`config.mk`:
```
export PLATFORM = sky130hd
export DESIGN_NAME = infix_integer_expression_evaluator_unit
export DESIGN_NICKNAME = d
export VERILOG_FILES = /design/src/rtl/core/iiee_pkg.sv /design/src/rtl/core/iiee_ram.sv /design/src/rtl/core/infix_integer_expression_evaluator_unit.sv
export VERILOG_INCLUDE_DIRS = /design/src /design/src/rtl/core
export SDC_FILE = /design/constraint.sdc
export NUM_CORES = 2
export LEC_CHECK = 0
export BUFFER_PORTS_ARGS = -buffer_cell sky130_fd_sc_hd__buf_2
export CAP_MARGIN = 15
export CORE_UTILIZATION = 55
export DETAILED_ROUTE_END_ITERATION = 7
export GPL_TIMING_DRIVEN = 0
export PLACE_DENSITY = 0.85
export SLEW_MARGIN = 0
export SYNTH_ARGS = -nofsm -noshare
export SYNTH_HDL_FRONTEND = slang
export SYNTH_SLANG_ARGS = --single-unit
export TNS_END_PERCENT = 30
```
`constraint.sdc`:
```
create_clock -name clk -period 8.9 [get_ports clk]
set_input_delay 0.445 -clock clk [delete_from_list [all_inputs] [get_ports clk]]
set_output_delay 0.445 -clock clk [all_outputs]
set_load 0.02 [all_outputs]
```
`src/rtl/core/assert_macros.svh`:
```
// ---------------------------------------------------------------------------
// Assertion macros
// Shared concurrent assertion helpers for the RTL.
// ---------------------------------------------------------------------------
`ifndef ASSERT_MACROS_SVH
`define ASSERT_MACROS_SVH
`ifndef SYNTHESIS
`define ASSERT_IMPLIES(label, clk, rst, a, c) \
  label: assert property (@(posedge clk) disable iff (rst) (a) |-> (c)) \
    else $error("assertion failed");
`define ASSERT_NEXT(label, clk, rst, a, c) \
  label: assert property (@(posedge clk) disable iff (rst) (a) |=> (c)) \
    else $error("assertion failed");
`else
`define ASSERT_IMPLIES(label, clk, rst, a, c)
`define ASSERT_NEXT(label, clk, rst, a, c)
`endif
`endif

```
`src/rtl/core/iiee_pkg.sv`:
```
// ---------------------------------------------------------------------------
// iiee_pkg
// Types and constants of the infix expression evaluator.
// ---------------------------------------------------------------------------
package iiee_pkg;

  localparam int STACK_DEPTH_DEF = 16;
  localparam int DATA_WIDTH_DEF  = 32;

  localparam logic [2:0] TOK_NUM   = 3'd0;
  localparam logic [2:0] TOK_OP    = 3'd1;
  localparam logic [2:0] TOK_OPEN  = 3'd2;
  localparam logic [2:0] TOK_CLOSE = 3'd3;
  localparam logic [2:0] TOK_END   = 3'd4;

  localparam logic [2:0] OP_ADD  = 3'd0;
  localparam logic [2:0] OP_SUB  = 3'd1;
  localparam logic [2:0] OP_MUL  = 3'd2;
  localparam logic [2:0] OP_DIV  = 3'd3;
  localparam logic [2:0] OP_POW  = 3'd4;
  localparam logic [2:0] OP_OPEN = 3'd5;

  localparam logic [1:0] ST_OK    = 2'd0;
  localparam logic [1:0] ST_DIV0  = 2'd1;
  localparam logic [1:0] ST_OVF   = 2'd2;
  localparam logic [1:0] ST_MALF  = 2'd3;

  typedef struct packed {
    logic [2:0]         func;
    logic [2:0]         op_code;
    logic signed [31:0] value;
  } in_item_t;

  typedef struct packed {
    logic signed [31:0] result_value;
    logic [1:0]         status;
  } out_item_t;

  function automatic logic [1:0] prec(input logic [2:0] op);
    if (op <= OP_SUB) return 2'd1;
    if (op <= OP_DIV) return 2'd2;
    return 2'd3;
  endfunction

endpackage

```
`src/rtl/core/iiee_ram.sv`:
```
// ---------------------------------------------------------------------------
// iiee_ram
// Generic single-port-write, single-read RAM with registered read data.
// ---------------------------------------------------------------------------
module iiee_ram #(
  parameter int WIDTH = 32,
  parameter int DEPTH = 16
) (
  input  logic                     clk,
  input  logic                     we,
  input  logic [$clog2(DEPTH)-1:0] waddr,
  input  logic [WIDTH-1:0]         wdata,
  input  logic [$clog2(DEPTH)-1:0] raddr,
  output logic [WIDTH-1:0]         rdata
);

  logic [WIDTH-1:0] mem [DEPTH];

  always_ff @(posedge clk) begin
    if (we) mem[waddr] <= wdata;
    rdata <= mem[raddr];
  end

endmodule

```
`src/rtl/core/infix_integer_expression_evaluator_unit.sv`:
```
// ---------------------------------------------------------------------------
// infix_integer_expression_evaluator_unit
// Two-stack infix evaluator over pre-split tokens, one shared ALU step a cycle.
// ---------------------------------------------------------------------------
// channel  | direction | handshake
// token    | in        | start & !busy, fields on in_item
// result   | out       | done strobe, one cycle, fields on out_item
// Number and open tokens end in dispatch; operator, close and end tokens go on
// to read the operator stack top, and end tokens then read out the result.
// Each applied operator reads its operands, executes, writes back; divide is
// bit-serial and multiply and power (square-multiply) share one multiplier.
// done strobes in the first cycle with busy low. Synchronous reset clears the
// counts; the stores need no clearing. The receiver cannot stall results.
`include "assert_macros.svh"
module infix_integer_expression_evaluator_unit #(
  parameter int STACK_DEPTH = iiee_pkg::STACK_DEPTH_DEF,
  parameter int DATA_WIDTH  = iiee_pkg::DATA_WIDTH_DEF
) (
  input  logic                clk,
  input  logic                rst,
  input  logic                start,
  input  iiee_pkg::in_item_t  in_item,
  output logic                busy,
  output logic                done,
  output iiee_pkg::out_item_t out_item
);

  localparam int AW = $clog2(STACK_DEPTH);
  localparam int CW = $clog2(STACK_DEPTH + 1);
  localparam int BW = $clog2(DATA_WIDTH + 1);
  localparam logic [CW-1:0] FULL = CW'(STACK_DEPTH);
  localparam logic [DATA_WIDTH-1:0] ONE = DATA_WIDTH'(1);
  localparam logic [DATA_WIDTH-1:0] ALL1 = '1;

  localparam logic [3:0] S_IDLE   = 4'd0;
  localparam logic [3:0] S_DISP   = 4'd1;
  localparam logic [3:0] S_OPRD   = 4'd2;
  localparam logic [3:0] S_OPCHK  = 4'd3;
  localparam logic [3:0] S_RDB    = 4'd4;
  localparam logic [3:0] S_RDA    = 4'd5;
  localparam logic [3:0] S_EXEC   = 4'd6;
  localparam logic [3:0] S_DIV    = 4'd7;
  localparam logic [3:0] S_POW    = 4'd8;
  localparam logic [3:0] S_WB     = 4'd9;
  localparam logic [3:0] S_RES    = 4'd10;
  localparam logic [3:0] S_FIN    = 4'd11;

  logic [3:0] state;
  iiee_pkg::in_item_t tok;
  logic [CW-1:0] opr_cnt, opd_cnt;
  logic [1:0] err;
  logic [2:0] op;
  logic [DATA_WIDTH-1:0] a, b, r, acc, sq, rem, quo;
  logic [BW-1:0] bitc;
  logic pow_sq;

  logic opr_we, opd_we;
  logic [AW-1:0] opr_wa, opr_ra, opd_wa, opd_ra;
  logic [2:0] opr_wd, opr_rd;
  logic [DATA_WIDTH-1:0] opd_wd, opd_rd;

  iiee_ram #(.WIDTH(3), .DEPTH(STACK_DEPTH)) u_opr (
    .clk, .we(opr_we), .waddr(opr_wa), .wdata(opr_wd), .raddr(opr_ra), .rdata(opr_rd));
  iiee_ram #(.WIDTH(DATA_WIDTH), .DEPTH(STACK_DEPTH)) u_opd (
    .clk, .we(opd_we), .waddr(opd_wa), .wdata(opd_wd), .raddr(opd_ra), .rdata(opd_rd));

  logic [CW-1:0] opr_top, opd_b, opd_a;
  assign opr_top = opr_cnt - CW'(1);
  assign opd_b   = opd_cnt - CW'(1);
  assign opd_a   = opd_cnt - CW'(2);
  assign opr_ra  = opr_top[AW-1:0];
  assign opd_ra  = (state == S_RDB || state == S_OPCHK || state == S_RES) ?
                   opd_b[AW-1:0] : opd_a[AW-1:0];

  logic [DATA_WIDTH-1:0] mag_b, rem_sh, mul_x, mul_y, mul_p;
  logic [DATA_WIDTH:0] rem_sub;
  assign mag_b = b[DATA_WIDTH-1] ? (~b + ONE) : b;
  assign rem_sh = {rem[DATA_WIDTH-2:0], quo[DATA_WIDTH-1]};
  assign rem_sub = {1'b0, rem_sh} - {1'b0, mag_b};
  // the one shared multiplier: a*b, acc*sq or sq*sq
  always_comb begin
    mul_x = a;
    mul_y = b;
    if (state == S_POW && op != iiee_pkg::OP_MUL) begin
      mul_x = pow_sq ? sq : acc;
      mul_y = sq;
    end
  end
  assign mul_p = mul_x * mul_y;

  logic ext_end;
  assign busy = (state != S_IDLE);
  logic [DATA_WIDTH-1:0] val_ext;
  assign val_ext = DATA_WIDTH'(signed'(tok.value));

  always_ff @(posedge clk) begin
    opr_we <= 1'b0;
    opd_we <= 1'b0;
    done   <= 1'b0;
    if (rst) begin
      state   <= S_IDLE;
      opr_cnt <= '0;
      opd_cnt <= '0;
      err     <= iiee_pkg::ST_OK;
    end else begin
      unique case (state)
        S_IDLE: begin
          if (start) begin
            tok   <= in_item;
            state <= S_DISP;
          end
        end
        S_DISP: begin
          state <= S_IDLE;
          if (tok.func == iiee_pkg::TOK_END) begin
            state <= S_OPRD;
          end else if (err == iiee_pkg::ST_OK) begin
            unique case (tok.func)
              iiee_pkg::TOK_NUM: begin
                if (opd_cnt >= FULL) err <= iiee_pkg::ST_OVF;
                else begin
                  opd_we  <= 1'b1;
                  opd_wa  <= opd_cnt[AW-1:0];
                  opd_wd  <= val_ext;
                  opd_cnt <= opd_cnt + CW'(1);
                end
              end
              iiee_pkg::TOK_OP: begin
                if (tok.op_code > iiee_pkg::OP_POW) err <= iiee_pkg::ST_MALF;
                else state <= S_OPRD;
              end
              iiee_pkg::TOK_OPEN: begin
                if (opr_cnt >= FULL) err <= iiee_pkg::ST_OVF;
                else begin
                  opr_we  <= 1'b1;
                  opr_wa  <= opr_cnt[AW-1:0];
                  opr_wd  <= iiee_pkg::OP_OPEN;
                  opr_cnt <= opr_cnt + CW'(1);
                end
              end
              iiee_pkg::TOK_CLOSE: state <= S_OPRD;
              default: err <= iiee_pkg::ST_MALF;
            endcase
          end
        end
        S_OPRD: state <= S_OPCHK;
        S_OPCHK: begin
          // top of operator stack is in opr_rd; decide: apply, pop, push or finish
          state <= S_IDLE;
          if (tok.func == iiee_pkg::TOK_END) begin
            if (err != iiee_pkg::ST_OK) state <= S_RES;
            else if (opr_cnt == '0) begin
              if (opd_cnt != CW'(1)) err <= iiee_pkg::ST_MALF;
              state <= S_RES;
            end else if (opr_rd == iiee_pkg::OP_OPEN) begin
              err <= iiee_pkg::ST_MALF;
              state <= S_RES;
            end else state <= S_RDB;
          end else if (err != iiee_pkg::ST_OK) begin
            state <= S_IDLE;
          end else if (tok.func == iiee_pkg::TOK_CLOSE) begin
            if (opr_cnt == '0) err <= iiee_pkg::ST_MALF;
            else if (opr_rd == iiee_pkg::OP_OPEN) opr_cnt <= opr_top;
            else state <= S_RDB;
          end else begin
            if (opr_cnt != '0 && opr_rd != iiee_pkg::OP_OPEN &&
                iiee_pkg::prec(opr_rd) >= iiee_pkg::prec(tok.op_code)) begin
              state <= S_RDB;
            end else if (opr_cnt >= FULL) err <= iiee_pkg::ST_OVF;
            else begin
              opr_we  <= 1'b1;
              opr_wa  <= opr_cnt[AW-1:0];
              opr_wd  <= tok.op_code;
              opr_cnt <= opr_cnt + CW'(1);
            end
          end
          if (state == S_OPCHK) op <= opr_rd;
        end
        S_RDB: begin
          opr_cnt <= opr_top;
          if (opd_cnt < CW'(2)) begin
            err   <= iiee_pkg::ST_MALF;
            state <= (tok.func == iiee_pkg::TOK_END) ? S_RES : S_IDLE;
          end else state <= S_RDA;
        end
        S_RDA: begin
          b     <= opd_rd;
          state <= S_EXEC;
        end
        S_EXEC: begin
          a     <= opd_rd;
          state <= S_WB;
          unique case (op)
            iiee_pkg::OP_ADD: r <= opd_rd + b;
            iiee_pkg::OP_SUB: r <= opd_rd - b;
            iiee_pkg::OP_MUL: state <= S_POW;
            iiee_pkg::OP_DIV: begin
              if (b == '0) begin
                err <= iiee_pkg::ST_DIV0;
                opd_cnt <= opd_a;
                state <= (tok.func == iiee_pkg::TOK_END) ? S_RES : S_IDLE;
              end else begin
                rem   <= '0;
                quo   <= opd_rd[DATA_WIDTH-1] ? (~opd_rd + ONE) : opd_rd;
                bitc  <= BW'(DATA_WIDTH);
                state <= S_DIV;
              end
            end
            default: begin
              if (b[DATA_WIDTH-1]) begin
                if (opd_rd == ONE) r <= ONE;
                else if (opd_rd == ALL1) r <= b[0] ? ALL1 : ONE;
                else r <= '0;
              end else begin
                acc    <= ONE;
                sq     <= opd_rd;
                pow_sq <= 1'b0;
                state  <= S_POW;
              end
            end
          endcase
        end
        S_DIV: begin
          if (bitc == '0) begin
            r     <= (a[DATA_WIDTH-1] != b[DATA_WIDTH-1]) ? (~quo + ONE) : quo;
            state <= S_WB;
          end else begin
            if (!rem_sub[DATA_WIDTH]) rem <= rem_sub[DATA_WIDTH-1:0];
            else rem <= rem_sh;
            quo  <= {quo[DATA_WIDTH-2:0], ~rem_sub[DATA_WIDTH]};
            bitc <= bitc - BW'(1);
          end
        end
        S_POW: begin
          if (op == iiee_pkg::OP_MUL) begin
            r     <= mul_p;
            state <= S_WB;
          end else if (b == '0) begin
            r     <= acc;
            state <= S_WB;
          end else if (!pow_sq) begin
            if (b[0]) acc <= mul_p;
            pow_sq <= 1'b1;
          end else begin
            sq     <= mul_p;
            b      <= b >> 1;
            pow_sq <= 1'b0;
          end
        end
        S_WB: begin
          opd_we  <= 1'b1;
          opd_wa  <= opd_a[AW-1:0];
          opd_wd  <= r;
          opd_cnt <= opd_b;
          state   <= S_OPRD;
        end
        S_RES: state <= S_FIN;
        S_FIN: begin
          done <= 1'b1;
          out_item.status <= err;
          out_item.result_value <= (err == iiee_pkg::ST_OK) ?
              32'(signed'(opd_rd)) : 32'sd0;
          opr_cnt <= '0;
          opd_cnt <= '0;
          err     <= iiee_pkg::ST_OK;
          state   <= S_IDLE;
        end
        default: state <= S_IDLE;
      endcase
    end
  end

  assign ext_end = (state == S_FIN);

  `ASSERT_IMPLIES(a_cnt_opd, clk, rst, 1'b1, opd_cnt <= FULL)
  `ASSERT_IMPLIES(a_cnt_opr, clk, rst, 1'b1, opr_cnt <= FULL)
  `ASSERT_NEXT(a_done_fin, clk, rst, ext_end, done && !busy)
  `ASSERT_NEXT(a_clear, clk, rst, ext_end, opd_cnt == '0 && err == iiee_pkg::ST_OK)

endmodule

```
==> results.sh <==
export IMPL_hp_class="in2reg"
export IMPL_cts_buffers=91
export IMPL_cts_buffer_depth=3
export IMPL_layout_setup_ws_ns=-0.0943
export IMPL_final_core_util_pct=64.1
export IMPL_holdPathStages=3
export IMPL_crit_arrival_ns=9.39
export IMPL_synthArstFlopShare_pct=0
export IMPL_drive_above_1_share_pct=15.3
export IMPL_ys_seq_area_share_pct=47.5
export IMPL_io_pin_count=77
export IMPL_syn_area_mm2=0.0596
export IMPL_max_freq_mhz=111
export IMPL_cap_violations=0
export IMPL_final_common_cell="edfxtp_1"
export IMPL_synth_warning_count=0
export IMPL_drt_pre_antenna_iters=8
export IMPL_finalNonFillerCells=6893
export IMPL_path_clk_slew_ns=0.06
export IMPL_drt_iter0_markers=6546
export IMPL_grt_max_degree=31
export IMPL_wl_per_cell_um=32.0
export IMPL_synth_area_per_cell_um2=11.8
export IMPL_fin_nets=6055
export IMPL_cp_end_kind="flip-flop"
export IMPL_ant_nets=0
export IMPL_gr_usage_all_layers_pct=39.6
export IMPL_dp_hpwl_mm=150
export IMPL_rsz0062_at_grt="yes"
export IMPL_area_delta_synth_final_pct=15.3
export IMPL_route_vias_total=45900
export IMPL_ys_ff_latch=962
export IMPL_cts_num_sinks=962
export IMPL_worstMarginPinSlew_ns=1.23
export IMPL_fin_tns_setup_ns=-0.225
export IMPL_dieArea_mm2=0.110
export IMPL_maxSlewViolCount=0
export IMPL_comb_power_share_pct=13.1
export IMPL_synth_ff_type="edfxtp_1"
export IMPL_clockRootBuffer="clkbuf_16"
export IMPL_core_area_mm2=0.107
export IMPL_worstSkewPairLatency_ns=0.73
export IMPL_layout_common_cells="edfxtp_1 (908), nand2_1 (679), nor2_1 (474), inv_1 (433), fa_1 (399)"
export IMPL_grt_pass1_vias=45300
export IMPL_wl_mm=221
export IMPL_path_class="reg2reg"
export IMPL_rrSetupSlack_ns=-0.09
export IMPL_die_x_um=331
export IMPL_grt_ovfl_total=0
export IMPL_cts_tree="done"
export IMPL_htreeDepth=3
export IMPL_grt_pass1_wl_mm=312
export IMPL_p_clk_share_pct=38.6
export IMPL_cellLeakagePower_nw=26.8
export IMPL_die_h_um=331
export IMPL_drc=1
export IMPL_violations="DRC, setup timing"
export IMPL_antenna_found_initial=15
export IMPL_row_count=120
export IMPL_slowest_stage="a221oi_2"
export IMPL_dp_cells=6576
export IMPL_p_sw_share_pct=27.6
export IMPL_p_per_area_mw_per_mm2=157
export IMPL_synth_cell_types=79
export IMPL_num_fill_cells=7677
export IMPL_reg2reg_depth=29
export IMPL_run_status="finished, violations left"
export IMPL_cp_data_required_time_ns=9.29
export IMPL_synth_edf_count=908
export IMPL_peakVddDrop_v=0.000242
export IMPL_seqPwrFrac_pct=48.3
export IMPL_max_slew_margin_pct=17.7
export IMPL_hold_viol=0
export IMPL_switchingPower_w=0.00297
export IMPL_cp_start_kind="flip-flop"
export IMPL_crit_path_max_fanout=10
export IMPL_start_util_pct=55.6
export IMPL_crit_top_cell="fa_1"
export IMPL_synth_nets=5694
export IMPL_fin_crit_ns=8.99
export IMPL_viasPerCell=6.66
export IMPL_fin_skew_ns=0.0796
export IMPL_syn_inst=5038
export IMPL_critical_path_max_stage_delay_ns=0.55
export IMPL_intPower_w=0.00781
export IMPL_portBuffers=76
export IMPL_finalSetupViolCount=5
export IMPL_min_period_over_period_pct=101
export IMPL_place_congestion=1.07
-- registers in the layout (all words and copies together) (netlist names), 2 cells and up --
name	count
op	3
r	32
val_ext	32
sq	32
opr_cnt	5
opd_cnt	5
acc	32
bitc	6
u_opr.mem	48
u_opd.rdata	32
b	32
a	32
opr_wd	3
u_opd.mem	512
err	2
opd_wd	32
tok	6
opd_wa	4
out_item	34
opr_wa	4
u_opr.rdata	3
rem	31
quo	32
state	4
-- final timing paths --
check / startpoint / endpoint
worst min register to register: opr_cnt[2]$_SDFFE_PP0P_ / opr_wa[2]$_DFFE_PP_
worst max register to register: op[0]$_DFFE_PP_ / r[21]$_DFFE_PP_
worst min-delay path: rst / opr_we$_SDFF_PP0_
worst max-delay path: op[0]$_DFFE_PP_ / r[21]$_DFFE_PP_
-- metal layers --
layer	share of wire, %	vias up	global-route usage [%]	wire (um)
li1	-	18200	-	-
met1	32	22300	47.1	71500
met2	46	4198	63.0	101000
met3	13	1208	10.1	28000
met4	9.3	10	28.0	20600
met5	0.030	-	0	67
-- synth_stat cells (137+ instances only) --
| cell | n | area, um2 |
|---|---|---|
| edfxtp_1 | 908 | 27300 |
| nand2_1 | 694 | 2610 |
| nor2_1 | 502 | 1880 |
| inv_1 | 433 | 1630 |
| fa_1 | 410 | 8210 |
| a21oi_1 | 206 | 1030 |
| ha_1 | 205 | 2560 |
| clkbuf_1 | 184 | 691 |
| o21ai_0 | 147 | 736 |
| xnor2_1 | 146 | 1280 |
| mux4_2 | 143 | 3220 |
| xor2_1 | 137 | 1200 |
-- power groups by stage --
stage / logic [W] / registers [W] / clock network (W)
final: 0.00141 / 0.00521 / 0.00416
after global routing: 0.00147 / 0.00520 / 0.00427
after CTS: 0.00128 / 0.00519 / 0.00407
after detailed placement: 0.00116 / 0.00528 / 0
after global placement: 0.00112 / 0.00528 / 0
after floorplan: 0.000770 / 0.00518 / 0
-- logic make-up (layout without fill, tap and decap cells) --
logic type / count (synthesis) / in the layout / share of synthesized area [%]
flip-flops: 962 / 962 / 47.5
multiplexers: 268 / 268 / 7.51
XOR/XNOR: 285 / 285 / 4.23
AND/OR/NAND/NOR: 1571 / 1571 / 11.5
buffers and inverters: 673 / 1113 / 4.31
other: 0 / 12 / 0
AO/OA/AOI/OAI: 664 / 664 / 6.89
adder cells (fa/ha/maj): 615 / 615 / 18.1
-- what timing repair did --
item	in CTS	in global routing
pin swaps	33	60
resized for setup	327	94
buffers inserted	59	40
setup endpoints to repair	73	29
hold buffers	38	0
cloned	0	1
hold endpoints to repair	38	0
-- final cells by class --
class / instances / area, um2 / share of cell area, %
Inverter: 434 / 1630 / 2.37
Clock buffer: 117 / 2420 / 3.53
Tap cell: 1403 / 1760 / 2.55
Clock inverter: 55 / 667 / 0.970
Antenna cell: 12 / 30.0 / 0.0437
Timing Repair Buffer: 277 / 2410 / 3.51
Multi-Input combinational cell: 3403 / 30000 / 43.6
Buffer: 230 / 1480 / 2.15
Sequential cell: 962 / 28400 / 41.2
-- worst max-delay path, delay by kind of cell (launching register included) --
kind	cells	cell delay, ns
AOI/OAI and AO/OA	6	1.44
and+or+nand+nor	7	1.45
adders and majority gates	9	4.01
DFF	1	0.51
xor gates and xnor gates	1	0.28
buffers and inverters	6	0.99
-- per-stage QoR --
stage / total power (W) / cell area (um2) / worst slack (ns) / hold WS [ns]
6_report: 0.0108 / 68800 / -0.0943 / 0.153
5_1_grt: 0.0109 / 68700 / -0.194 / 0.152
4_1_cts: 0.0105 / 68000 / 0.00553 / 0.134
3_5_place_dp: 0.00644 / 62700 / -3.20 / 0.414
3_3_place_gp: 0.00639 / 61800 / -3.62 / 0.418
2_1_floorplan: 0.00595 / 59700 / 0.0104 / 0.406
Note: power is estimated with default switching activity, not from simulation.
